## src/hw/rtl/flbs_pkg.sv

```systemverilog
`timescale 1ns / 1ps
// ----------------------------------------------------------------------------
// flbs_pkg
// Shared types, color codes and constants of the fault LED blink sequencer.
// ----------------------------------------------------------------------------
package flbs_pkg;

	// Field widths
	localparam int PLEN_W  = 16;
	localparam int TICK_W  = 16;
	localparam int ACC_W   = 18;
	localparam int COLOR_W = 3;

	localparam logic [PLEN_W-1:0] PLEN_RESET          = 16'd500;
	localparam logic [7:0]        VISION_VALID_HEADER = 8'hA5;

	// LED color codes
	localparam logic [COLOR_W-1:0] COLOR_OFF   = 3'd0;
	localparam logic [COLOR_W-1:0] COLOR_RED   = 3'd1;
	localparam logic [COLOR_W-1:0] COLOR_BLUE  = 3'd2;
	localparam logic [COLOR_W-1:0] COLOR_WHITE = 3'd3;
	localparam logic [COLOR_W-1:0] COLOR_GREEN = 3'd4;

	// Top-level sequencer states
	typedef enum logic [1:0] {
		T_IDLE,
		T_START,
		T_WAIT,
		T_EMIT
	} top_state_t;

	// Modulo unit sequencer states
	typedef enum logic [1:0] {
		M_IDLE,
		M_DIV,
		M_PHASE,
		M_DONE
	} mod_state_t;

	// Request into the modulo unit
	typedef struct packed {
		logic              start;
		logic [ACC_W-1:0]  sum;
		logic [ACC_W-1:0]  period;
		logic [PLEN_W-1:0] plen;
		logic [1:0]        max_phase;
	} mod_req_t;

	// Answer from the modulo unit
	typedef struct packed {
		logic             done;
		logic [ACC_W-1:0] acc;
		logic [1:0]       phase;
	} mod_rsp_t;

endpackage

```

## src/hw/rtl/flbs_tick_if.sv

```systemverilog
`timescale 1ns / 1ps
// ----------------------------------------------------------------------------
// flbs_tick_if
// Valid/ready channel carrying one monitor tick word.
// ----------------------------------------------------------------------------
interface flbs_tick_if;
	logic        valid;
	logic        ready;
	logic        bus_fault;
	logic [7:0]  vision_header;
	logic [31:0] vision_distance_bits;
	logic [7:0]  vision_checksum;
	logic        gantry_up;
	logic        ref_heartbeat;
	logic [15:0] elapsed_ticks;

	modport source (
		output valid, bus_fault, vision_header, vision_distance_bits,
		       vision_checksum, gantry_up, ref_heartbeat, elapsed_ticks,
		input  ready
	);
	modport sink (
		input  valid, bus_fault, vision_header, vision_distance_bits,
		       vision_checksum, gantry_up, ref_heartbeat, elapsed_ticks,
		output ready
	);
endinterface

```

## src/hw/rtl/flbs_result_if.sv

```systemverilog
`timescale 1ns / 1ps
// ----------------------------------------------------------------------------
// flbs_result_if
// Valid/ready channel carrying one LED result word.
// ----------------------------------------------------------------------------
interface flbs_result_if;
	logic       valid;
	logic       ready;
	logic [2:0] led_color;
	logic       led_write;
	logic [3:0] fault_pattern;
	logic [1:0] phase_index;
	logic       vision_fault;

	modport source (
		output valid, led_color, led_write, fault_pattern, phase_index, vision_fault,
		input  ready
	);
	modport sink (
		input  valid, led_color, led_write, fault_pattern, phase_index, vision_fault,
		output ready
	);
endinterface

```

## src/hw/rtl/fault_led_blink_sequencer_core.sv

```systemverilog
`timescale 1ns / 1ps
// ----------------------------------------------------------------------------
// fault_led_blink_sequencer_core
// Monitor-tick driven fault LED sequencer with per-length phase accumulators.
// ----------------------------------------------------------------------------
// One tick word yields one result word. A tick with at least one color in its
// list goes in order through a start of flbs_mod_unit, 18 restoring-division
// steps through its shared compare/subtract unit, one to three phase steps on
// the same unit, the hand-back of the answer and the load of the output
// register; a tick whose list is empty goes straight to the output register.
// The input is not ready while a tick is in work and is ready again the cycle
// after the result is loaded, so a new tick is taken only once the last one is
// through. A finished result waits in the output register and the next tick is
// accepted meanwhile; its result is held until that register is free. The
// user must write phase_length through cfg_we/cfg_wdata only while the block
// is idle; the block itself does not enforce this. A value of zero acts as one.
module fault_led_blink_sequencer_core (
	input  logic                         clk,
	input  logic                         arst_n,
	flbs_tick_if.sink                    tick,
	flbs_result_if.source                result,
	input  logic                         cfg_we,
	input  logic [flbs_pkg::PLEN_W-1:0]  cfg_wdata
);

	localparam int ACC_W   = flbs_pkg::ACC_W;
	localparam int PLEN_W  = flbs_pkg::PLEN_W;
	localparam int COLOR_W = flbs_pkg::COLOR_W;

	flbs_pkg::top_state_t state_q, state_d;

	logic [PLEN_W-1:0]  phase_length_q;
	logic [ACC_W-1:0]   acc_q [3];
	logic [COLOR_W-1:0] shown_color_q;

	logic [COLOR_W-1:0] list_q [3];
	logic [1:0]         count_q;
	logic [3:0]         pattern_q;
	logic               vision_q;
	logic [1:0]         phase_q;
	logic [ACC_W-1:0]   sum_q;
	logic [ACC_W-1:0]   period_q;
	logic [PLEN_W-1:0]  plen_q;
	logic [1:0]         max_phase_q;

	logic               out_valid_q;
	logic [COLOR_W-1:0] out_color_q;
	logic               out_write_q;
	logic [3:0]         out_pattern_q;
	logic [1:0]         out_phase_q;
	logic               out_vision_q;

	flbs_pkg::mod_req_t mod_req;
	flbs_pkg::mod_rsp_t mod_rsp;

	logic tick_fire, out_free, emit_fire;

	// Decode the tick word
	logic               vision_c, gantry_err_c;
	logic [COLOR_W-1:0] list_c [3];
	logic [1:0]         count_c;
	logic [3:0]         pattern_c;
	logic [1:0]         slot_c;
	logic [PLEN_W-1:0]  plen_c;
	logic [ACC_W-1:0]   period_c;
	logic [ACC_W-1:0]   sum_c;

	always_comb begin
		vision_c = (tick.vision_header != flbs_pkg::VISION_VALID_HEADER) ||
		           (tick.vision_distance_bits[30:0] == 31'd0) ||
		           (tick.vision_checksum == 8'd0);
		gantry_err_c = ~tick.gantry_up;
		list_c[0] = flbs_pkg::COLOR_OFF;
		list_c[1] = flbs_pkg::COLOR_OFF;
		list_c[2] = flbs_pkg::COLOR_OFF;
		count_c   = 2'd0;
		if (tick.bus_fault) begin
			list_c[count_c] = flbs_pkg::COLOR_RED;
			count_c = count_c + 2'd1;
		end
		if (vision_c) begin
			list_c[count_c] = flbs_pkg::COLOR_BLUE;
			count_c = count_c + 2'd1;
		end
		if (gantry_err_c) begin
			list_c[count_c] = flbs_pkg::COLOR_WHITE;
			count_c = count_c + 2'd1;
		end
		if (count_c == 2'd0 && tick.ref_heartbeat) begin
			list_c[0] = flbs_pkg::COLOR_GREEN;
			count_c = 2'd1;
		end
		pattern_c = {(count_c == 2'd1 && list_c[0] == flbs_pkg::COLOR_GREEN),
		             gantry_err_c, vision_c, tick.bus_fault};
		slot_c = count_c - 2'd1;
		plen_c = (phase_length_q == '0) ? PLEN_W'(1) : phase_length_q;
		// period is two phases for a single color, otherwise one per color
		period_c = {1'b0, plen_c, 1'b0} +
		           ((count_c == 2'd3) ? {2'b00, plen_c} : '0);
		sum_c = acc_q[slot_c] + {{(ACC_W-PLEN_W){1'b0}}, tick.elapsed_ticks};
	end

	// Pick the color from the phase
	logic [COLOR_W-1:0] color_c;
	always_comb begin
		color_c = flbs_pkg::COLOR_OFF;
		case (count_q)
			2'd0: color_c = flbs_pkg::COLOR_OFF;
			2'd1: color_c = (phase_q == 2'd1) ? list_q[0] : flbs_pkg::COLOR_OFF;
			default: begin
				case (phase_q)
					2'd0:    color_c = list_q[0];
					2'd1:    color_c = list_q[1];
					default: color_c = list_q[2];
				endcase
			end
		endcase
	end

	// Next state
	always_comb begin
		state_d = state_q;
		unique case (state_q)
			flbs_pkg::T_IDLE:
				if (tick_fire) state_d = (count_c == 2'd0) ? flbs_pkg::T_EMIT : flbs_pkg::T_START;
			flbs_pkg::T_START: state_d = flbs_pkg::T_WAIT;
			flbs_pkg::T_WAIT:  if (mod_rsp.done) state_d = flbs_pkg::T_EMIT;
			flbs_pkg::T_EMIT:  if (out_free) state_d = flbs_pkg::T_IDLE;
			default:           state_d = flbs_pkg::T_IDLE;
		endcase
	end

	// Outputs of the sequencer
	always_comb begin
		tick.ready        = (state_q == flbs_pkg::T_IDLE);
		tick_fire         = tick.valid && (state_q == flbs_pkg::T_IDLE);
		out_free          = ~out_valid_q | result.ready;
		emit_fire         = (state_q == flbs_pkg::T_EMIT) && out_free;
		mod_req.start     = (state_q == flbs_pkg::T_START);
		mod_req.sum       = sum_q;
		mod_req.period    = period_q;
		mod_req.plen      = plen_q;
		mod_req.max_phase = max_phase_q;
	end

	flbs_mod_unit u_mod (
		.clk    (clk),
		.arst_n (arst_n),
		.req    (mod_req),
		.rsp    (mod_rsp)
	);

	always_ff @(posedge clk or negedge arst_n) begin
		if (!arst_n) begin
			state_q <= flbs_pkg::T_IDLE;
		end else begin
			state_q <= state_d;
		end
	end

	// Configuration, accumulators and displayed color
	always_ff @(posedge clk or negedge arst_n) begin
		if (!arst_n) begin
			phase_length_q <= flbs_pkg::PLEN_RESET;
			acc_q[0]       <= '0;
			acc_q[1]       <= '0;
			acc_q[2]       <= '0;
			shown_color_q  <= flbs_pkg::COLOR_WHITE;
		end else begin
			if (cfg_we) phase_length_q <= cfg_wdata;
			if (state_q == flbs_pkg::T_WAIT && mod_rsp.done)
				acc_q[count_q - 2'd1] <= mod_rsp.acc;
			if (emit_fire) shown_color_q <= color_c;
		end
	end

	// Hold the decoded tick and the phase
	always_ff @(posedge clk) begin
		if (tick_fire) begin
			list_q      <= list_c;
			count_q     <= count_c;
			pattern_q   <= pattern_c;
			vision_q    <= vision_c;
			phase_q     <= 2'd0;
			sum_q       <= sum_c;
			period_q    <= period_c;
			plen_q      <= plen_c;
			max_phase_q <= (count_c == 2'd1) ? 2'd1 : count_c - 2'd1;
		end else if (state_q == flbs_pkg::T_WAIT && mod_rsp.done) begin
			phase_q <= mod_rsp.phase;
		end
	end

	// Output register: load on emit, drop when taken
	always_ff @(posedge clk or negedge arst_n) begin
		if (!arst_n) begin
			out_valid_q <= 1'b0;
		end else if (emit_fire) begin
			out_valid_q <= 1'b1;
		end else if (result.ready) begin
			out_valid_q <= 1'b0;
		end
	end

	always_ff @(posedge clk) begin
		if (emit_fire) begin
			out_color_q   <= color_c;
			out_write_q   <= (color_c != shown_color_q);
			out_pattern_q <= pattern_q;
			out_phase_q   <= phase_q;
			out_vision_q  <= vision_q;
		end
	end

	assign result.valid         = out_valid_q;
	assign result.led_color     = out_color_q;
	assign result.led_write     = out_write_q;
	assign result.fault_pattern = out_pattern_q;
	assign result.phase_index   = out_phase_q;
	assign result.vision_fault  = out_vision_q;

endmodule

```

## src/hw/rtl/flbs_mod_unit.sv

```systemverilog
`timescale 1ns / 1ps
// ----------------------------------------------------------------------------
// flbs_mod_unit
// Iterative modulo and phase unit built around one shared compare/subtract.
// Restoring division gives sum mod period, then repeated subtraction of the
// phase length gives the phase index.
// ----------------------------------------------------------------------------
module flbs_mod_unit (
	input  logic               clk,
	input  logic               arst_n,
	input  flbs_pkg::mod_req_t req,
	output flbs_pkg::mod_rsp_t rsp
);

	localparam int ACC_W = flbs_pkg::ACC_W;
	localparam int CNT_W = $clog2(ACC_W);

	flbs_pkg::mod_state_t state_q, state_d;

	logic [ACC_W:0]               rem_q;
	logic [ACC_W-1:0]             dvd_q;
	logic [ACC_W-1:0]             per_q;
	logic [flbs_pkg::PLEN_W-1:0]  plen_q;
	logic [1:0]                   max_phase_q;
	logic [1:0]                   phase_q;
	logic [ACC_W-1:0]             acc_q;
	logic [CNT_W-1:0]             cnt_q;

	// Shared compare/subtract
	logic [ACC_W:0]   op_a, op_b;
	logic [ACC_W+1:0] diff_c;
	logic             ge_c;
	logic [ACC_W:0]   rem_next;

	assign diff_c   = {1'b0, op_a} - {1'b0, op_b};
	assign ge_c     = ~diff_c[ACC_W+1];
	assign rem_next = ge_c ? diff_c[ACC_W:0] : op_a;

	// Next state
	always_comb begin
		state_d = state_q;
		unique case (state_q)
			flbs_pkg::M_IDLE:  if (req.start) state_d = flbs_pkg::M_DIV;
			flbs_pkg::M_DIV:   if (cnt_q == '0) state_d = flbs_pkg::M_PHASE;
			flbs_pkg::M_PHASE: if (!ge_c || phase_q == max_phase_q) state_d = flbs_pkg::M_DONE;
			flbs_pkg::M_DONE:  state_d = flbs_pkg::M_IDLE;
			default:           state_d = flbs_pkg::M_IDLE;
		endcase
	end

	// Operand select and answer
	always_comb begin
		op_a = rem_q;
		op_b = {1'b0, per_q};
		unique case (state_q)
			flbs_pkg::M_DIV: begin
				op_a = {rem_q[ACC_W-1:0], dvd_q[ACC_W-1]};
				op_b = {1'b0, per_q};
			end
			flbs_pkg::M_PHASE: begin
				op_a = rem_q;
				op_b = {{(ACC_W+1-flbs_pkg::PLEN_W){1'b0}}, plen_q};
			end
			default: begin
				op_a = rem_q;
				op_b = {1'b0, per_q};
			end
		endcase
		rsp.done  = (state_q == flbs_pkg::M_DONE);
		rsp.acc   = acc_q;
		rsp.phase = phase_q;
	end

	always_ff @(posedge clk or negedge arst_n) begin
		if (!arst_n) begin
			state_q <= flbs_pkg::M_IDLE;
		end else begin
			state_q <= state_d;
		end
	end

	// Datapath registers
	always_ff @(posedge clk) begin
		unique case (state_q)
			flbs_pkg::M_IDLE: begin
				if (req.start) begin
					rem_q       <= '0;
					dvd_q       <= req.sum;
					per_q       <= req.period;
					plen_q      <= req.plen;
					max_phase_q <= req.max_phase;
					phase_q     <= '0;
					cnt_q       <= CNT_W'(ACC_W - 1);
				end
			end
			flbs_pkg::M_DIV: begin
				// shift in one dividend bit, subtract when it fits
				rem_q <= rem_next;
				dvd_q <= {dvd_q[ACC_W-2:0], 1'b0};
				cnt_q <= cnt_q - 1'b1;
				if (cnt_q == '0) acc_q <= rem_next[ACC_W-1:0];
			end
			flbs_pkg::M_PHASE: begin
				// step the phase while the remainder still covers a full phase
				if (ge_c && phase_q != max_phase_q) begin
					rem_q   <= diff_c[ACC_W:0];
					phase_q <= phase_q + 1'b1;
				end
			end
			default: begin
			end
		endcase
	end

endmodule

```

## src/flat_wrapper.sv

```systemverilog
// flat-port wrapper written by rule: the top's interface ports become plain ports
module fault_led_blink_sequencer_core_flat 
  (clk, arst_n, cfg_we, cfg_wdata, tick_valid, tick_bus_fault, tick_vision_header, tick_vision_distance_bits, tick_vision_checksum, tick_gantry_up, tick_ref_heartbeat, tick_elapsed_ticks, tick_ready, result_valid, result_led_color, result_led_write, result_fault_pattern, result_phase_index, result_vision_fault, result_ready);
  flbs_tick_if tick_i ();
  flbs_result_if result_i ();
  input  logic clk;
  input  logic arst_n;
  input  logic cfg_we;
  input  logic [flbs_pkg::PLEN_W-1:0] cfg_wdata;
  input wire logic [$bits(tick_i.valid)-1:0] tick_valid;
  input wire logic [$bits(tick_i.bus_fault)-1:0] tick_bus_fault;
  input wire logic [$bits(tick_i.vision_header)-1:0] tick_vision_header;
  input wire logic [$bits(tick_i.vision_distance_bits)-1:0] tick_vision_distance_bits;
  input wire logic [$bits(tick_i.vision_checksum)-1:0] tick_vision_checksum;
  input wire logic [$bits(tick_i.gantry_up)-1:0] tick_gantry_up;
  input wire logic [$bits(tick_i.ref_heartbeat)-1:0] tick_ref_heartbeat;
  input wire logic [$bits(tick_i.elapsed_ticks)-1:0] tick_elapsed_ticks;
  output wire logic [$bits(tick_i.ready)-1:0] tick_ready;
  output wire logic [$bits(result_i.valid)-1:0] result_valid;
  output wire logic [$bits(result_i.led_color)-1:0] result_led_color;
  output wire logic [$bits(result_i.led_write)-1:0] result_led_write;
  output wire logic [$bits(result_i.fault_pattern)-1:0] result_fault_pattern;
  output wire logic [$bits(result_i.phase_index)-1:0] result_phase_index;
  output wire logic [$bits(result_i.vision_fault)-1:0] result_vision_fault;
  input wire logic [$bits(result_i.ready)-1:0] result_ready;
  assign tick_i.valid = tick_valid;
  assign tick_i.bus_fault = tick_bus_fault;
  assign tick_i.vision_header = tick_vision_header;
  assign tick_i.vision_distance_bits = tick_vision_distance_bits;
  assign tick_i.vision_checksum = tick_vision_checksum;
  assign tick_i.gantry_up = tick_gantry_up;
  assign tick_i.ref_heartbeat = tick_ref_heartbeat;
  assign tick_i.elapsed_ticks = tick_elapsed_ticks;
  assign tick_ready = tick_i.ready;
  assign result_valid = result_i.valid;
  assign result_led_color = result_i.led_color;
  assign result_led_write = result_i.led_write;
  assign result_fault_pattern = result_i.fault_pattern;
  assign result_phase_index = result_i.phase_index;
  assign result_vision_fault = result_i.vision_fault;
  assign result_i.ready = result_ready;
  fault_led_blink_sequencer_core u_core (.clk(clk), .arst_n(arst_n), .tick(tick_i), .result(result_i), .cfg_we(cfg_we), .cfg_wdata(cfg_wdata));
endmodule
```

## config.mk

```make
export PLATFORM = sky130hd
export DESIGN_NAME = fault_led_blink_sequencer_core_flat
export DESIGN_NICKNAME = d
export VERILOG_FILES = /design/src/hw/rtl/flbs_pkg.sv /design/src/hw/rtl/flbs_tick_if.sv /design/src/hw/rtl/flbs_result_if.sv /design/src/hw/rtl/fault_led_blink_sequencer_core.sv /design/src/hw/rtl/flbs_mod_unit.sv /design/src/flat_wrapper.sv
export SDC_FILE = /design/constraint.sdc
export NUM_CORES = 1
export LEC_CHECK = 0
export BUFFER_PORTS_ARGS = -buffer_cell sky130_fd_sc_hd__clkbuf_2
export CAP_MARGIN = 20
export CORE_AREA = 10 10 186 188
export CTS_CLUSTER_SIZE = 40
export DETAILED_ROUTE_END_ITERATION = 6
export DIE_AREA = 0 0 196 198
export GPL_TIMING_DRIVEN = 0
export PLACE_DENSITY = 0.57
export SYNTH_ARGS = -nofsm -noshare
export SYNTH_HDL_FRONTEND = slang
export SYNTH_SLANG_ARGS = --single-unit
```

## constraint.sdc

```tcl
create_clock -name clk -period 5.26 [get_ports clk]
set_input_delay 0.789 -clock clk [delete_from_list [all_inputs] [get_ports clk]]
set_output_delay 0.789 -clock clk [all_outputs]
set_load 0.01 [all_outputs]
```

Word-level counts from Yosys, hierarchy flattened:

Cells that the tools add are included.

* logic and storage cells: 164
* output and inout port bits: 13
* input port bits: 88
* latch bits: 0
* memories kept: 0
* bits in writable memories: 0
* flip-flop bits (word level): 259
* ROM bits: 0

* shifts and indexed selects: 0
* magnitude comparators: 7
* multipliers: 0
* reductions and logical operators: 33
* add/sub/neg operators: 9
* divide/modulo/power cells: 0
* equality and inequality tests: 22
* bitwise logic cells: 14
* mux-type cells: 47

Operators with widths (count)
* 18-bit two-way mux: 5
* 19-bit two-way mux: 4
* 19-bit one-hot mux with 3 select lines: 1
* 54-bit bitwise mux: 1
* 18-bit binary-select mux with 2-bit select: 1
* 18-bit demux with 2-bit select: 1
* 18-bit one-hot mux with 2 select lines: 1
* 16-bit two-way mux: 2
* 31-bit zero test: 1
* 2-bit two-way mux: 12
* 19-bit by 18-bit subtractor with 20-bit output: 1
* 17-bit by 18-bit adder with 18-bit output: 1
* 18-bit by 16-bit adder with 18-bit output: 1
* 9-bit two-way mux: 2
* 16-bit zero test: 1
* 2-bit one-hot mux with 4 select lines: 2
* 3-bit demux with 2-bit select: 2
* 3-bit >= comparator, second input constant: 4
* 2-bit zero test: 6
* 3-bit two-way mux: 4
* 3-bit one-hot mux with 2 select lines: 2
* 3-bit AND reduction: 4
* 2-bit by 1-bit equality test with 1-bit output, second input constant: 5
* 2-bit equality test, second input constant: 5
* other kinds (33): 63

Longest topological paths before layout:

Gate-level depths: netlist of the first run.

* word-level depth: 15
* gate-level depth with buffers: 28
* gate-level depth less buffers: 23

By module:

A second synthesis of the first run with hierarchy kept.

* cell total of the unflattened synthesis: 1104
* area, all modules: 13424.1 um^2

By module, submodules not included
* fault_led_blink_sequencer_core: instances 1, seq. area each 4234.1 um^2, area an instance 7775.0 um^2, cells an instance 627
* flbs_mod_unit: instances 1, seq. area each 2992.9 um^2, area an instance 5649.2 um^2, cells an instance 477

Worst setup path before layout of the first run:

OpenSTA, ideal clock, no wires.

* kind: input -> register
* from: input port tick_vision_distance_bits[9]
* to: register u_core.sum_q[16], data pin
* arrival: 5898 ps
* required time: 4998 ps
* stages on the path: 25
* setup slack: -900 ps
* cell sequence: nor4_1 nand4_1 o21ai_0 ha_1 xnor2_1 a21boi_1 buf_2 buf_2 buf_2 inv_1 ha_1 clkbuf_1 clkbuf_1 o22ai_1 ha_1 inv_1 fa_1 nor2b_1 o31a_1 o211ai_1 a21oi_1 o31ai_1 o211ai_1 a21oi_1 xnor2_1

* longest elaborated chain between the ends: 15

RTL lines
* from (decl): line flat_wrapper.sv:13 `input wire logic [$bits(tick_i.vision_distance_bits)-1:0] tick_vision_distance_bits;`
* 31-bit zero test *: line fault_led_blink_sequencer_core.sv:70 `(tick.vision_distance_bits[30:0] == 31'd0) ||`
* 1-bit logical OR *: line fault_led_blink_sequencer_core.sv:69 `vision_c = (tick.vision_header != flbs_pkg::VISION_VALID_HEADER) ||`
* 1-bit logical OR *: line fault_led_blink_sequencer_core.sv:70
* net u_core.pattern_c[1]: line fault_led_blink_sequencer_core.sv:62 `logic [3:0] pattern_c;`
* 2-bit two-way mux *: line fault_led_blink_sequencer_core.sv:81 `if (vision_c) begin`
* 2-bit by 1-bit adder with 2-bit output: line fault_led_blink_sequencer_core.sv:87 `count_c = count_c + 2'd1;`
* 2-bit two-way mux *: line fault_led_blink_sequencer_core.sv:85 `if (gantry_err_c) begin`
* 2-bit zero test: line fault_led_blink_sequencer_core.sv:89 `if (count_c == 2'd0 && tick.ref_heartbeat) begin`
* 1-bit logical AND: line fault_led_blink_sequencer_core.sv:89
* 2-bit two-way mux *: line fault_led_blink_sequencer_core.sv:89
* 2-bit by 1-bit subtractor with 2-bit output *: line fault_led_blink_sequencer_core.sv:95 `slot_c = count_c - 2'd1;`
* net u_core.slot_c[0]: line fault_led_blink_sequencer_core.sv:63 `logic [1:0] slot_c;`
* 2-bit NOT with 3-bit output (implied by the code) *: line fault_led_blink_sequencer_core.sv:100 `sum_c = acc_q[slot_c] + {{(ACC_W-PLEN_W){1'b0}}, tick.elapsed_ticks};`
* 18-bit binary-select mux with 2-bit select *: line fault_led_blink_sequencer_core.sv:100
* 18-bit two-way mux (implied by the code) * (2 in a row): line fault_led_blink_sequencer_core.sv:100
* 18-bit by 16-bit adder with 18-bit output *: line fault_led_blink_sequencer_core.sv:100
* net u_core.sum_c[16]: line fault_led_blink_sequencer_core.sv:66 `logic [ACC_W-1:0] sum_c;`
* to (signal assigned): line fault_led_blink_sequencer_core.sv:185 `sum_q <= sum_c;`
* to (decl): line fault_led_blink_sequencer_core.sv:41 `logic [ACC_W-1:0] sum_q;`

The timed path passes the listed nets; every way through them passes the cells marked *. The select of a mux whose other input is x is not followed.
A chain may end at the register's enable or synchronous reset.

Worst setup path in the final report of the first run:

* from: input port tick_vision_header[3]
* to: register u_core.period_q[15], data pin

* longest elaborated chain between the ends: 12

RTL lines
* from (decl): line flat_wrapper.sv:12 `input wire logic [$bits(tick_i.vision_header)-1:0] tick_vision_header;`
* 8-bit != test *: line fault_led_blink_sequencer_core.sv:69
* 1-bit logical OR *: line fault_led_blink_sequencer_core.sv:69
* 1-bit logical OR *: line fault_led_blink_sequencer_core.sv:70
* net u_core.pattern_c[1]: line fault_led_blink_sequencer_core.sv:62
* 2-bit two-way mux *: line fault_led_blink_sequencer_core.sv:81
* 2-bit by 1-bit adder with 2-bit output: line fault_led_blink_sequencer_core.sv:87
* 2-bit two-way mux *: line fault_led_blink_sequencer_core.sv:85
* 2-bit zero test: line fault_led_blink_sequencer_core.sv:89
* 1-bit logical AND: line fault_led_blink_sequencer_core.sv:89
* 2-bit two-way mux *: line fault_led_blink_sequencer_core.sv:89
* net u_core.count_c[0]: line fault_led_blink_sequencer_core.sv:61 `logic [1:0] count_c;`
* 2-bit equality test *: line fault_led_blink_sequencer_core.sv:99 `((count_c == 2'd3) ? {2'b00, plen_c} : '0);`
* 16-bit two-way mux *: line fault_led_blink_sequencer_core.sv:99
* 17-bit by 18-bit adder with 18-bit output *: line fault_led_blink_sequencer_core.sv:98 `period_c = {1'b0, plen_c, 1'b0} +`
* net u_core.period_c[15]: line fault_led_blink_sequencer_core.sv:65 `logic [ACC_W-1:0] period_c;`
* to (signal assigned): line fault_led_blink_sequencer_core.sv:186 `period_q <= period_c;`
* to (decl): line fault_led_blink_sequencer_core.sv:42 `logic [ACC_W-1:0] period_q;`

The timed path passes the listed nets; every way through them passes the cells marked *.

==> results of run 1 <==
-- metrics by stage --
stage / hold slack, ns / total power, mW / util
after floorplan: 0.400 / 7.03 / -
after global placement: 0.402 / 8.26 / 0.457
after detailed placement: 0.405 / 8.35 / 0.459
after CTS: 0.176 / 10.5 / 0.496
after global routing: 0.186 / 11.2 / 0.504
final: 0.180 / 10.5 / 0.504
-- report_power, final --
part | internal [mW] | switching [mW]
sequential | 3.13 | 0.279
clock | 1.19 | 0.806
combinational | 2.14 | 2.94
-- state kept, by name, indices dropped and copies added, names as in the netlist, 3 cells and up --
register	flops
u_core.acc_q	54
u_core.list_q	6
u_core.pattern_q	4
u_core.period_q	18
u_core.phase_length_q	16
u_core.plen_q	16
u_core.result.fault_pattern	4
u_core.result.led_color	3
u_core.shown_color_q	3
u_core.sum_q	18
u_core.u_mod.acc_q	18
u_core.u_mod.cnt_q	5
u_core.u_mod.dvd_q	18
u_core.u_mod.per_q	18
u_core.u_mod.plen_q	16
u_core.u_mod.rem_q	19
-- synth_stat cells (5+ instances only) --
cell type,count
a21o_1,8
a21oi_1,46
a31oi_1,12
and2_1,23
and3_1,8
buf_2,6
clkbuf_1,35
dfrtp_1,70
dfstp_2,8
edfxtp_1,174
ha_1,68
inv_1,42
mux2_2,118
mux2i_1,39
nand2_1,60
nand2b_1,8
nand3_1,36
nand4_1,5
nor2_1,40
nor2b_1,8
nor3_1,15
nor4_1,12
o211ai_1,6
o21a_1,12
o21ai_0,22
o22ai_1,20
or3_1,6
xnor2_1,37
xor2_1,7
-- per-layer routing --
layer / routed length, um / vias to the layer above
met2: 14700 / 150
met3: 1060 / 42
met1: 12600 / 4023
met4: 695 / 0
li1: - / 4159
met5: 0 / -
-- worst register-to-register path, stage by stage, from the launching register on --
cell and delay, ns:
dfrtp_1 0.41, inv_1 0.12, ha_1 0.15, clkbuf_1 0.41, buf_1 0.60, mux2i_1 0.26, ha_1 0.45, nand4_1 0.14
a21oi_2 0.14, o21ai_2 0.08, a31o_4 0.27, o211ai_1 0.29, nand2_2 0.20, o21ai_0 0.25, and2_2 0.53
-- worst paths after layout --
| check | end | slack (ns) | depth (start not counted) |
|---|---|---|---|
| setup / recovery | u_core.period_q[15] | 0.19 | 25 |
| hold / removal | u_core.result.valid | 0.18 | 1 |
| setup reg to reg | u_core.u_mod.rem_q[5] | 0.59 | 14 |
| hold reg to reg | u_core.u_mod.per_q[9] | 0.42 | 0 |
| max in group asynchronous | u_core.shown_color_q[1] | 4.45 | 2 |
| min in group clk | u_core.u_mod.per_q[9] | 0.42 | 0 |
-- logic make-up after synthesis --
kind of cell / after synthesis / share of synthesized area
AND/OR/NAND/NOR: 232 / 0.0886
adder cells (fa/ha/maj): 71 / 0.0697
multiplexers: 157 / 0.132
XOR/XNOR: 44 / 0.0295
flip-flops: 254 / 0.553
buffers and inverters: 93 / 0.0305
AO/OA/AOI/OAI: 184 / 0.0972
-- layout make-up --
class                      instances  area share
sequential                       254       0.462
multi-input combinational        688       0.367
clock buffer                      34      0.0489
timing repair buffer             119      0.0470
tap                              402      0.0321
buffer                            49      0.0200
clock inverter                    20      0.0125
inverter                          42      0.0104
-- repair_timing --
| action | 4_1_cts | 5_1_grt |
|---|---|---|
| gates resized for setup | 20 | 36 |
| pin swaps | 12 | 28 |
| buffers inserted | 8 | 12 |
| endpoints found under the setup margin | 17 | 31 |
==> results.txt, run 1 <==
Counting flops and latches in the post-synthesis netlist gives 254. The share of synthesized flip-flops with an asynchronous set or reset is 0.307. For this block, the via count after detailed routing is 8,374. The die is 196 um wide. The largest single stage delay on the critical path is 0.36 ns. At the pin with the least slew margin, the transition time is 0.908 ns. The worst setup path is launched from an input port. For this block, the routed nets add up to 29,100 um of wire.

STA classifies the critical path endpoint as a flop. The most common cell after layout, fill and taps aside is edfxtp_1. For this design, the sink count on the clock tree is 254. Of all cell types, the one taking the most synthesized area is edfxtp_1. Once detailed placement completed, the half-perimeter wirelength came to 21,500 um. Counting every net in the synthesized netlist gives 1,194. Setup repair after global routing could not meet its margin everywhere. TritonCTS built the clock tree. The number of enable flip-flop cells after synthesis came out at 174. The final-report hold violation count is 0. In this run the number of H-tree levels came out at 1. The maximum vdd drop came out at 347 uV.

The footprint of the flip-flops and latches came out at 7230 um2. The proportion of layout cells with a drive suffix above 1 came out at 0.309. The starting density of the core is 0.421.

The buffer type at the clock tree root is clkbuf_16. After global routing, the most crowded layer is met2. The clock transition at the registers of the reported paths is 0.06 ns.

The proportion of synthesized chip area in sequential cells is 0.553. The number of input and output port buffers inserted came out at 97. The number of library cell types mapped by synthesis is 76. Once placement finished, the instance area stood at 14,300 um2. The floorplan core area is 31,100 um2.

The setup TNS after final layout came out at 0 ns. The average detailed-routed wire length per instance came out at 18.1 um. The remaining global-route overflow came out at 0.

The critical path class is in -> reg. The achievable clock frequency came out at 197 MHz. The total buffers and inverters traversed by the critical path is 6. The average footprint of a synthesized cell is 12.6 um2. The antenna diode count came out at 0. The leakage power came out at 6.23 nW. Compared with the post-synthesis result, the final layout area differs by 19.7%. The time the final worst path needs with I/O delays and setup is 5.07 ns. The met2 track demand over resource came out at 0.256. The highest-delay cell along the critical path is fa_2. The post-route cell area is 15,600 um2. The run finished with clean final reports.

The post-synthesis instance total came out at 1,035. In the final layout, the multi-input gates occupy 5750 um2. The final net count is 1,342. The most critical setup path has its startpoint at tick_vision_header[3]. The number of max-cap violations is 0. By area the synthesized netlist is led by edfxtp_1, dfrtp_1, mux2_2. Measured against its own limit, the worst slew margin works out to 0.395. In the synthesized netlist the dominant register cell turns out to be edfxtp_1. The filler cell count is 2,741. The initial antenna violation count was 0. The clock insertion delay at the later pin of the skew report came out at 0.55 ns. In this run the critical register-to-register path is launched from u_core.u_mod.state_q[0]. The global routing usage summed across all routing layers came out at 0.145. The floorplan step defined a die boundary enclosing 38,800 um2.

The peak fanout along the critical path is 10. The number of cells after detailed placement came out at 1,537. The via density per instance came out at 5.21.

The first-pass iteration count of the detailed router came out at 5. The kind of cell with the highest combined delay on the critical path is compound AO/OA/AOI/OAI gates. The maximum buffer depth of the clock tree is 3. The row count came out at 65. The data arrival time of the critical path is 5.36 ns. The chip height is 198 um. The pin count of the biggest net entering global routing is 69.

The first global-routing pass estimated 46,200 um of wire. The mapped cell area came out at 13,100 um2. For the final database, setup skew stands at 0.0176 ns. In this run the remaining antenna-violating nets after routing total 0. Setup violations remaining at the end of the flow were counted as 0. The met1 track utilization from global routing came out at 0.180. The final cell count without fillers is 1,608. In the layout the commonest cells are edfxtp_1, mux2_2, clkbuf_2, dfrtp_1, ha_1. The data required time at the worst endpoint is 5.55 ns. The pre-CTS setup slack is -1.27 ns. The count of final max-slew check failures is 0. The yosys synthesis warning count is 0. The I/O pin count is 101. The quantity of hold-fixing buffers added after cts came out at 0.

The congestion estimate from routability-driven global placement came to 0.841. The met3 demand-to-capacity share in global routing is 0.0244. The share of the synthesized area in the top cell type came out at 0.400.

The first routing iteration left 468 violations. The worst hold path belongs to the class in -> async. The count of unresolved DRC violations after routing came out at 0.

Clock tree synthesis inserted a total of 29 buffers. The number of global-route vias before repair was 8,777. Setup slack closes at 0.186 ns. The share of the clock period used by the worst path came out at 0.965.

For this design the ratio of total power to cell area is 670 nW/um2.
Power figures use the tool's default switching activity.
==> run 2: changes to the inputs <==
--- a/config.mk
+++ b/config.mk
@@ -5,14 +5,15 @@
 export SDC_FILE = /design/constraint.sdc
 export NUM_CORES = 1
 export LEC_CHECK = 0
+export ABC_CLOCK_PERIOD_IN_PS = 5260
 export BUFFER_PORTS_ARGS = -buffer_cell sky130_fd_sc_hd__clkbuf_2
 export CAP_MARGIN = 20
-export CORE_AREA = 10 10 186 188
+export CORE_AREA = 10 10 206 169
 export CTS_CLUSTER_SIZE = 40
 export DETAILED_ROUTE_END_ITERATION = 6
-export DIE_AREA = 0 0 196 198
+export DIE_AREA = 0 0 216 179
 export GPL_TIMING_DRIVEN = 0
-export PLACE_DENSITY = 0.57
+export PLACE_DENSITY = 0.67
 export SYNTH_ARGS = -nofsm -noshare
 export SYNTH_HDL_FRONTEND = slang
 export SYNTH_SLANG_ARGS = --single-unit
==> run 2 against run 1 <==
  * Sequential cell count unchanged
  * Clock-buffer cell count up 5
  * Via count up 0.64%
  * Setup slack worse by 0.0020 ns
  * Register-to-register slack lost 0.10 ns
  * Total power down 2.1%
  * Highest routed layer unchanged
  * Die area shrank 0.37%
  * Final cell count up 0.44%
  * Sequential share of layout area up 0.82 points
  * Global-route usage fell by 0.18 points
==> results.txt, run 2 (synthesis results as in run 1) <==
The flow ran to the end, and the final reports show no timing, DRC or antenna violations. The I/O pin count came out at 101 (unchanged). The final net count was 1,334 (-0.60%). The final standard cell utilization of the core is 0.499 (-0.00512). Setup repair after global routing could not meet its margin everywhere. The capture instance of the worst register-to-register path is u_core.u_mod.rem_q[5]. The post-route clock skew was 0.00963 ns (-0.00799 ns). The proportion of layout cells with a drive suffix above 1 came out at 0.290 (-0.0189). The peak fanout along the critical path is 10 (unchanged). In this run the worst setup path terminates at u_core.sum_q[17]. The final count of negative-setup-slack endpoints is 0 (unchanged). The wire length of the first global-routing pass came out at 45,200 um (-2.1%). The kind of capture point of the worst setup path is a flop. The critical path goes through clkbuf_2 -> nor4_2 -> nand4_1 -> o21ai_4 -> ha_1 -> xnor2_2 -> a21boi_4 -> buf_12 -> buf_12 -> inv_4 -> ha_4 -> clkbuf_8 -> nand2_1 -> o22ai_2 -> ha_1 -> and3_1 -> a221oi_4 -> a211oi_2 -> o31ai_2 -> o21ai_1 -> o21a_1 -> o21ai_1 -> xnor2_1. The total buffers and inverters traversed by the critical path came out at 5 (-1). The via density per instance is 5.22 (+0.21%).

The achievable clock frequency came out at 197 MHz (about the same). The combinational share of power was 0.490 (+0.005). The antenna violation net count after detailed routing is 0 (unchanged). The count of unresolved DRC violations after routing is 0 (unchanged).

The total CTS buffers came out at 27 (-6.9%). The detailed placement HPWL is 20,700 um (-3.8%). Compared with the post-synthesis result, the final layout area differs by 17.7%. The H-tree depth reported by CTS is 1 (unchanged). The transition time of the tightest slew-check pin is 0.910 ns (+0.00199 ns). The time the final worst path needs with I/O delays and setup came to 5.08 ns (+0.00195 ns).

The number of stages on the worst setup path is 23 (-8.0%). The number of max-cap violations came out at 0 (unchanged). The internal cell power came out at 6.30 mW (-2.5%).

The number of input and output port buffers inserted is 97 (unchanged). The clock network fraction of design power is 0.179 (-0.011). The wire length reported by the detailed router is 28,200 um (-2.9%).

The buffer type at the clock tree root is clkbuf_16. The sort of element at the start of the critical path is an input port. The average detailed-routed wire length per instance came out at 17.5 um (-3.3%). The routed via count came out at 8,428 (+0.64%). The starting density of the core was 0.424 (+0.00307). The pin count of the biggest net entering global routing came to 69 (unchanged). The clock insertion delay at the later pin of the skew report is 0.54 ns (about the same).

The register name with the most flops is u_core.acc_q. The logic depth of the worst register-to-register path came out at 14 (unchanged). The switching power total came out at 3.97 mW (-1.4%).

The remaining global-route overflow came out at 0 (unchanged). The area of the die came out at 38,700 um2 (-0.37%). The initial antenna violation count is 0 (unchanged). The setup slack of the worst register-to-register path came out at 0.49 ns (-0.10 ns). The maximum buffer depth of the clock tree came out at 3 (unchanged). The row count is 58 (-11%). The die outline width came out at 216 um (+10%). The first-pass iteration count of the detailed router is 5 (unchanged). The clock transition at the registers of the reported paths is 0.06 ns (about the same). The cell family contributing the most delay on the critical path is compound AO/OA/AOI/OAI gates. The setup TNS after final layout came out at 0 ns (unchanged). The global routing usage summed across all routing layers is 0.144 (-0.00180). The TritonCTS clock tree is yes. The critical path class is in -> reg. The final weighted congestion in routability-driven placement is 0.900 (+7.0%). The most critical setup path has its startpoint at tick_vision_distance_bits[18]. The final-report hold violation count is 0 (unchanged).

The switching share of total power came out at 0.387 (+0.00268). The worst hold margin came out at 0.148 ns (-0.0320 ns). The power density relative to cell area came to 667 nW/um2 (-0.34%).

The data required time at the worst endpoint is 5.54 ns (about the same). The floorplan core area came out at 30,800 um2 (-0.72%). The number of cells after detailed placement came to 1,556 (+1.2%).

The sequential cell fraction of total power is 0.331 (+0.006). The final cell count without fillers came out at 1,615 (+0.44%). The data arrival time of the critical path was 5.36 ns (about the same). Leaving out fill and tap cells, the most frequent cell in the layout is edfxtp_1.

The type of the worst min-delay path is in -> async. The chip height is 179 um (-9.6%). The antenna diode count came out at 0 (unchanged).

The highest-delay cell along the critical path is ha_4. The worst register-to-register path begins at u_core.u_mod.state_q[0]. The maximum vdd drop came out at 353 uV (+1.8%).

The headroom to the max-slew limit came out at 0.394 (-0.00133). The count of final max-slew check failures came out at 0 (unchanged). The share of the clock period used by the worst path is 0.965 (about the same). The peak per-stage delay on the critical path is 0.36 ns (about the same). The number of DRC markers after the initial detailed-route iteration is 606 (+29%). The leakage power was 6.10 nW (-2.1%). The number of flip-flops in the largest register is 54 (unchanged). The number of global-route vias before repair is 8,493 (-3.2%). Leaving out fill and tap cells, the most frequent cells in the layout are edfxtp_1, mux2_2, clkbuf_2, dfrtp_1, ha_1.

The total number of clock tree sinks is 254 (unchanged). The largest registers in the layout are u_core.acc_q (54), u_core.u_mod.rem_q (19).
-- run 2: changes by cell type in the layout (fill, tap and decap cells not counted), moves of 4 or more --
cell,change
clkbuf_1,+5
buf_6,-4
clkinv_2,-6
buf_4,-4
-- run 2: how the worst min path moves through the flow --
stage                     cells past startpoint                 from                        endpoint
after floorplan                               0  u_core.pattern_q[0]  u_core.result.fault_pattern[0]
after global placement                        0  u_core.period_q[12]          u_core.u_mod.per_q[12]
after detailed placement                      0   u_core.period_q[2]           u_core.u_mod.per_q[2]
after CTS                                     1               arst_n        u_core.phase_length_q[1]
after global routing                          1               arst_n        u_core.phase_length_q[1]
final                                         1               arst_n        u_core.phase_length_q[1]
-- run 2: worst register-to-register path: stages (launching register included) --
cell and delay, ns:
dfrtp_1 0.43, inv_1 0.13, ha_1 0.16, clkbuf_1 0.44, buf_1 0.59, mux2i_1 0.23
ha_1 0.42, o211ai_1 0.18, a21oi_2 0.18, o21ai_2 0.09, a31o_4 0.27, o211ai_1 0.29
nand2_2 0.22, o21ai_0 0.26, and2_2 0.53
-- run 2: repair_timing --
item	CTS	global route
hold buffers	0	0
gates resized for setup	20	12
endpoints found under the setup margin	18	25
pin swaps	10	10
buffers inserted	8	4
-- run 2: final cells by class --
class | instances | area, um2
fill | 2735 | 15500
clock inverter | 10 | 91.3
sequential | 254 | 7230
timing repair buffer | 113 | 656
inverter | 42 | 160
tap | 420 | 526
buffer | 49 | 304
multi-input combinational | 688 | 5650
clock buffer | 39 | 761
-- run 2: per-layer routing --
metal  GRT usage  routed length, um  part of all wire  vias to the layer above
li1            -                  -                 -                     4140
met1       0.197              13400              0.48                     4061
met2       0.231              12800              0.45                      192
met3      0.0317               1560             0.055                       35
met4      0.0297                439             0.016                        0
met5           0                  0                 0                        -
-- run 2: power by group through the flow --
| stage | clock network, mW | logic, mW | registers (mW) |
|---|---|---|---|
| final | 1.83 | 5.03 | 3.40 |
| after global routing | 1.97 | 5.52 | 3.47 |
| after CTS | 1.88 | 4.96 | 3.41 |
| after detailed placement | 0 | 4.87 | 3.44 |
| after global placement | 0 | 4.73 | 3.44 |
| after floorplan | 0 | 3.65 | 3.37 |
-- run 2: stage by stage --
stage / worst slack, ns / total power, mW / area (um2)
final: 0.184 / 10.3 / 15400
after global routing: -0.0836 / 11.0 / 15400
after CTS: 0.0660 / 10.3 / 15300
after detailed placement: -1.26 / 8.32 / 14300
after global placement: -1.16 / 8.17 / 14200
after floorplan: 0.00544 / 7.03 / 13200
==> run 3: changes to the inputs <==
--- a/config.mk
+++ b/config.mk
@@ -8,12 +8,14 @@
 export ABC_CLOCK_PERIOD_IN_PS = 5260
 export BUFFER_PORTS_ARGS = -buffer_cell sky130_fd_sc_hd__clkbuf_2
 export CAP_MARGIN = 20
-export CORE_AREA = 10 10 206 169
+export CORE_AREA = 10 10 209 172
 export CTS_CLUSTER_SIZE = 40
 export DETAILED_ROUTE_END_ITERATION = 6
-export DIE_AREA = 0 0 216 179
+export DIE_AREA = 0 0 219 182
 export GPL_TIMING_DRIVEN = 0
+export MAX_ROUTING_LAYER = met4
 export PLACE_DENSITY = 0.67
 export SYNTH_ARGS = -nofsm -noshare
 export SYNTH_HDL_FRONTEND = slang
+export SYNTH_HIERARCHICAL = 1
 export SYNTH_SLANG_ARGS = --single-unit
==> run 3 against run 2 <==
  * Critical path depth is 2 lower
  * Clock skew increased by 0.013 ns
  * Clock-buffer cell count is 5 lower
  * Sequential cell count did not move
==> results.txt, run 3 <==
The setup TNS after final layout is 0 ns (unchanged). The initial antenna violation count is 0 (unchanged). The starting density of the core came out at 0.421 (-0.00279).

The combinational share of power is 0.470 (-0.020). The via density per instance is 5.23 (+0.31%). The number of input and output port buffers inserted came out at 97 (unchanged). The number of global-route vias before repair is 8,992 (+5.9%). The net count after synthesis came out at 1,264 (+5.9%). The total number of clock tree sinks came out at 254 (unchanged). TritonCTS built the clock tree. Of all cell types, the one taking the most synthesized area is edfxtp_1. The first-pass iteration count of the detailed router came out at 5 (unchanged). The H-tree depth reported by CTS was 1 (unchanged). The time the final worst path needs with I/O delays and setup is 5.01 ns (-0.0653 ns). The final weighted congestion in routability-driven placement is 0.923 (+2.6%). The final net count is 1,391 (+4.3%). The number of library cell types mapped by synthesis is 77 (+1.3%). The number of DRC markers after the initial detailed-route iteration is 556 (-8.3%).

The final worst-path setup slack came out at 0.250 ns (+0.0653 ns). The number of enable flip-flop cells after synthesis is 174 (unchanged). The floorplan core area came out at 31,900 um2 (+3.4%).

The transition time of the tightest slew-check pin came to 0.909 ns (-0.000386 ns). The share of the synthesized area in the top cell type is 0.389 (-0.0106). The commonest cells after synthesis are edfxtp_1, mux2_2, dfrtp_1. CTS placed an instance of clkbuf_16 at the clock tree root.

The share of the clock period used by the worst path is 0.953 (-0.0124). The clock transition at the registers of the reported paths is 0.06 ns (about the same). Ranked by total cell area, the synthesized netlist is headed by edfxtp_1, dfrtp_1, mux2_2. The average detailed-routed wire length per instance is 16.6 um (-5.3%). The mapped cell area came to 13,400 um2 (+2.7%). The kind of capture point of the worst setup path is a flop. The number of max-cap violations came to 0 (unchanged). The post-route cell area is 15,600 um2 (+1.2%).

The die outline width is 219 um (+1.4%). The switching power total was 3.94 mW (-0.58%). The I/O pin count is 101 (unchanged). The most common cell in the synthesized netlist is edfxtp_1. The count of unresolved DRC violations after routing came to 0 (unchanged).

The headroom to the max-slew limit came to 0.394 (about the same). The data arrival time of the critical path is 5.30 ns (-0.06 ns). The clock network fraction of design power is 0.204 (+0.025). The internal cell power is 6.38 mW (+1.3%). The path class of the tightest hold or removal check is in -> async. The filler cell count is 2,852 (+4.3%). The maximum buffer depth of the clock tree is 3 (unchanged). The antenna diode count is 0 (unchanged). The detailed placement HPWL is 20,800 um (+0.82%). The average footprint of a synthesized cell came out at 12.2 um2 (-3.7%). The pin count of the biggest net entering global routing is 69 (unchanged).

The clock insertion delay at the later pin of the skew report is 0.55 ns (about the same). Leaving out fill and tap cells, the most frequent cell in the layout is edfxtp_1. The yosys synthesis warning count came out at 6 (+6). The flow ran to the end, and the final reports show no timing, DRC or antenna violations. The cell area after placement was 14,500 um2 (+1.6%).

Ranked by flip-flop count, first place goes to u_core/acc_q. The count of final max-slew check failures came to 0 (unchanged). The pre-CTS setup slack is -1.49 ns (-0.231 ns).

In this run the most used layer during global routing was met2. The area of the die is 39,900 um2 (+3.1%). Setup repair after global routing left no endpoint under its margin. The worst setup path is launched from an input port.

For this run, the leading register cell type out of synthesis is edfxtp_1. The sequential cell fraction of total power is 0.326 (-0.005). The antenna violation net count after detailed routing is 0 (unchanged). The logic depth of the worst register-to-register path was 15 (+1). The global routing usage summed across all routing layers came out at 0.143 (-0.000922).

The power density relative to cell area came out at 663 nW/um2 (-0.60%). The synthesized flop and latch total came to 254 (unchanged). The final count of negative-setup-slack endpoints came out at 0 (unchanged).

The data required time at the worst endpoint came to 5.55 ns (about the same). The met1 track utilization from global routing came to 0.182 (-0.0143). Relative to the synthesized area, the layout overhead comes to 15.9%.

The share of synthesized flip-flops with an asynchronous set or reset came to 0.307 (unchanged). The proportion of synthesized chip area in sequential cells is 0.538 (-0.0146). The total CTS buffers came out at 27 (unchanged).

The largest registers in the layout are u_core/acc_q (54), u_core/u_mod/rem_q (19). The achievable clock frequency came out at 200 MHz (+1.3%). The row count is 59 (+1.7%).

The wire length reported by the detailed router came to 27,800 um (-1.5%). The met2 track demand over resource came to 0.233 (+0.00234). The maximum vdd drop came to 312 uV (-12%).

The switching share of total power came to 0.382 (-0.00452). The overall power of the completed layout is 10.3 mW (+0.59%). The proportion of layout cells with a drive suffix above 1 came to 0.250 (-0.0404). The post-route clock skew is 0.0223 ns (+0.0127 ns).

The chip height is 182 um (+1.7%). The peak fanout along the critical path came out at 21 (+11). The routed via count came out at 8,789 (+4.3%). The remaining global-route overflow is 0 (unchanged). The critical path is of the in -> reg type.

The leakage power came out at 6.32 nW (+3.6%). The setup slack of the worst register-to-register path came out at 0.55 ns (+0.06 ns). The met3 demand-to-capacity share in global routing was 0.0239 (-0.00778). The wire length of the first global-routing pass is 45,600 um (+0.87%).

Leaving out fill and tap cells, the most frequent cells in the layout are edfxtp_1, mux2_2, clkbuf_2, dfrtp_1, nand2_1. The final-report hold violation count is 0 (unchanged). The number of flip-flops in the largest register was 54 (unchanged).

The post-synthesis instance total came out at 1,104 (+6.7%).
## run 3: cell types whose count changed after synthesis, sizes merged, moves of 6 or more
| cell | previous run | this run |
|---|---|---|
| or3 | 6 | 0 |
| xor2 | 7 | 14 |
| o22ai | 20 | 2 |
| nand3 | 36 | 52 |
| nor2b | 8 | 16 |
| a21oi | 48 | 58 |
| o21ai | 27 | 52 |
| nand2 | 62 | 68 |
| nor2 | 40 | 48 |
| a21o | 9 | 16 |
## run 3: per-stage QoR
stage | utilization | cells | hold WS, ns
2_1_floorplan | - | 1104 | 0.400
3_3_place_gp | 0.453 | 1628 | 0.401
3_5_place_dp | 0.455 | 1631 | 0.405
4_1_cts | 0.487 | 1679 | 0.118
5_1_grt | 0.488 | 1679 | 0.125
6_report | 0.488 | 1679 | 0.134
## run 3: layout make-up
cell class,instances,area [um2],share of cell area
Buffer,55,260,0.0167
Clock buffer,34,722,0.0464
Clock inverter,16,279,0.0179
Inverter,37,139,0.00892
Multi-Input combinational cell,755,5850,0.376
Sequential cell,254,7230,0.464
Tap cell,427,534,0.0343
Timing Repair Buffer,101,553,0.0355
## run 3: what timing repair did
action / in CTS / in global routing
pin swaps: 0 / 2
hold buffers: 0 / 0
buffers inserted: 0 / 1
endpoints found under the setup margin: 26 / 49
gates resized for setup: 8 / 7
## run 3: worst paths after layout
kind / start / end
setup / recovery: tick_vision_distance_bits[22] / u_core/sum_q[17]
hold / removal: arst_n / u_core/phase_length_q[15]
setup reg to reg: u_core/u_mod/state_q[1] / u_core/u_mod/rem_q[14]
hold reg to reg: u_core/period_q[3] / u_core/u_mod/per_q[3]
max in group asynchronous: arst_n / u_core/shown_color_q[1]
min in group clk: u_core/period_q[3] / u_core/u_mod/per_q[3]
## run 3: cells by family (layout without fill, tap and decap cells)
logic type,Yosys count,count (layout),synth area share
AND/OR/NAND/NOR,271,271,0.103
multiplexers,158,158,0.129
XOR/XNOR,50,50,0.0326
adder cells (fa/ha/maj),72,72,0.0688
flip-flops,254,254,0.538
buffers and inverters,95,243,0.0296
AO/OA/AOI/OAI,204,204,0.0995
## run 3: power by group through the flow
stage          Combinational, mW  Clock (mW)  Sequential (mW)
2_1_floorplan               3.60           0             3.33
3_3_place_gp                4.63           0             3.40
3_5_place_dp                4.78           0             3.40
4_1_cts                     4.81        2.17             3.36
5_1_grt                     5.37        2.25             3.43
6_report                    4.85        2.11             3.36
## run 3: critical path: stages
cell      delay (ns)
clkbuf_2        0.08
nor4_1          0.33
nand4_1         0.22
o21ai_4         0.28
ha_1            0.33
a211oi_2        0.24
a31oi_2         0.11
buf_6           0.24
ha_4            0.34
clkbuf_2        0.27
nand3_1         0.13
o21ai_0         0.10
ha_1            0.25
clkbuf_2        0.16
a211oi_1        0.24
o221ai_1        0.18
a21oi_2         0.24
o21ai_1         0.12
a21oi_1         0.28
a211oi_1        0.18
xor2_1          0.18
## run 3: routing by layer
metal	vias up	part of all wire
li1	4360	-
met1	4206	0.47
met2	183	0.47
met3	40	0.038
met4	0	0.020
met5	-	0
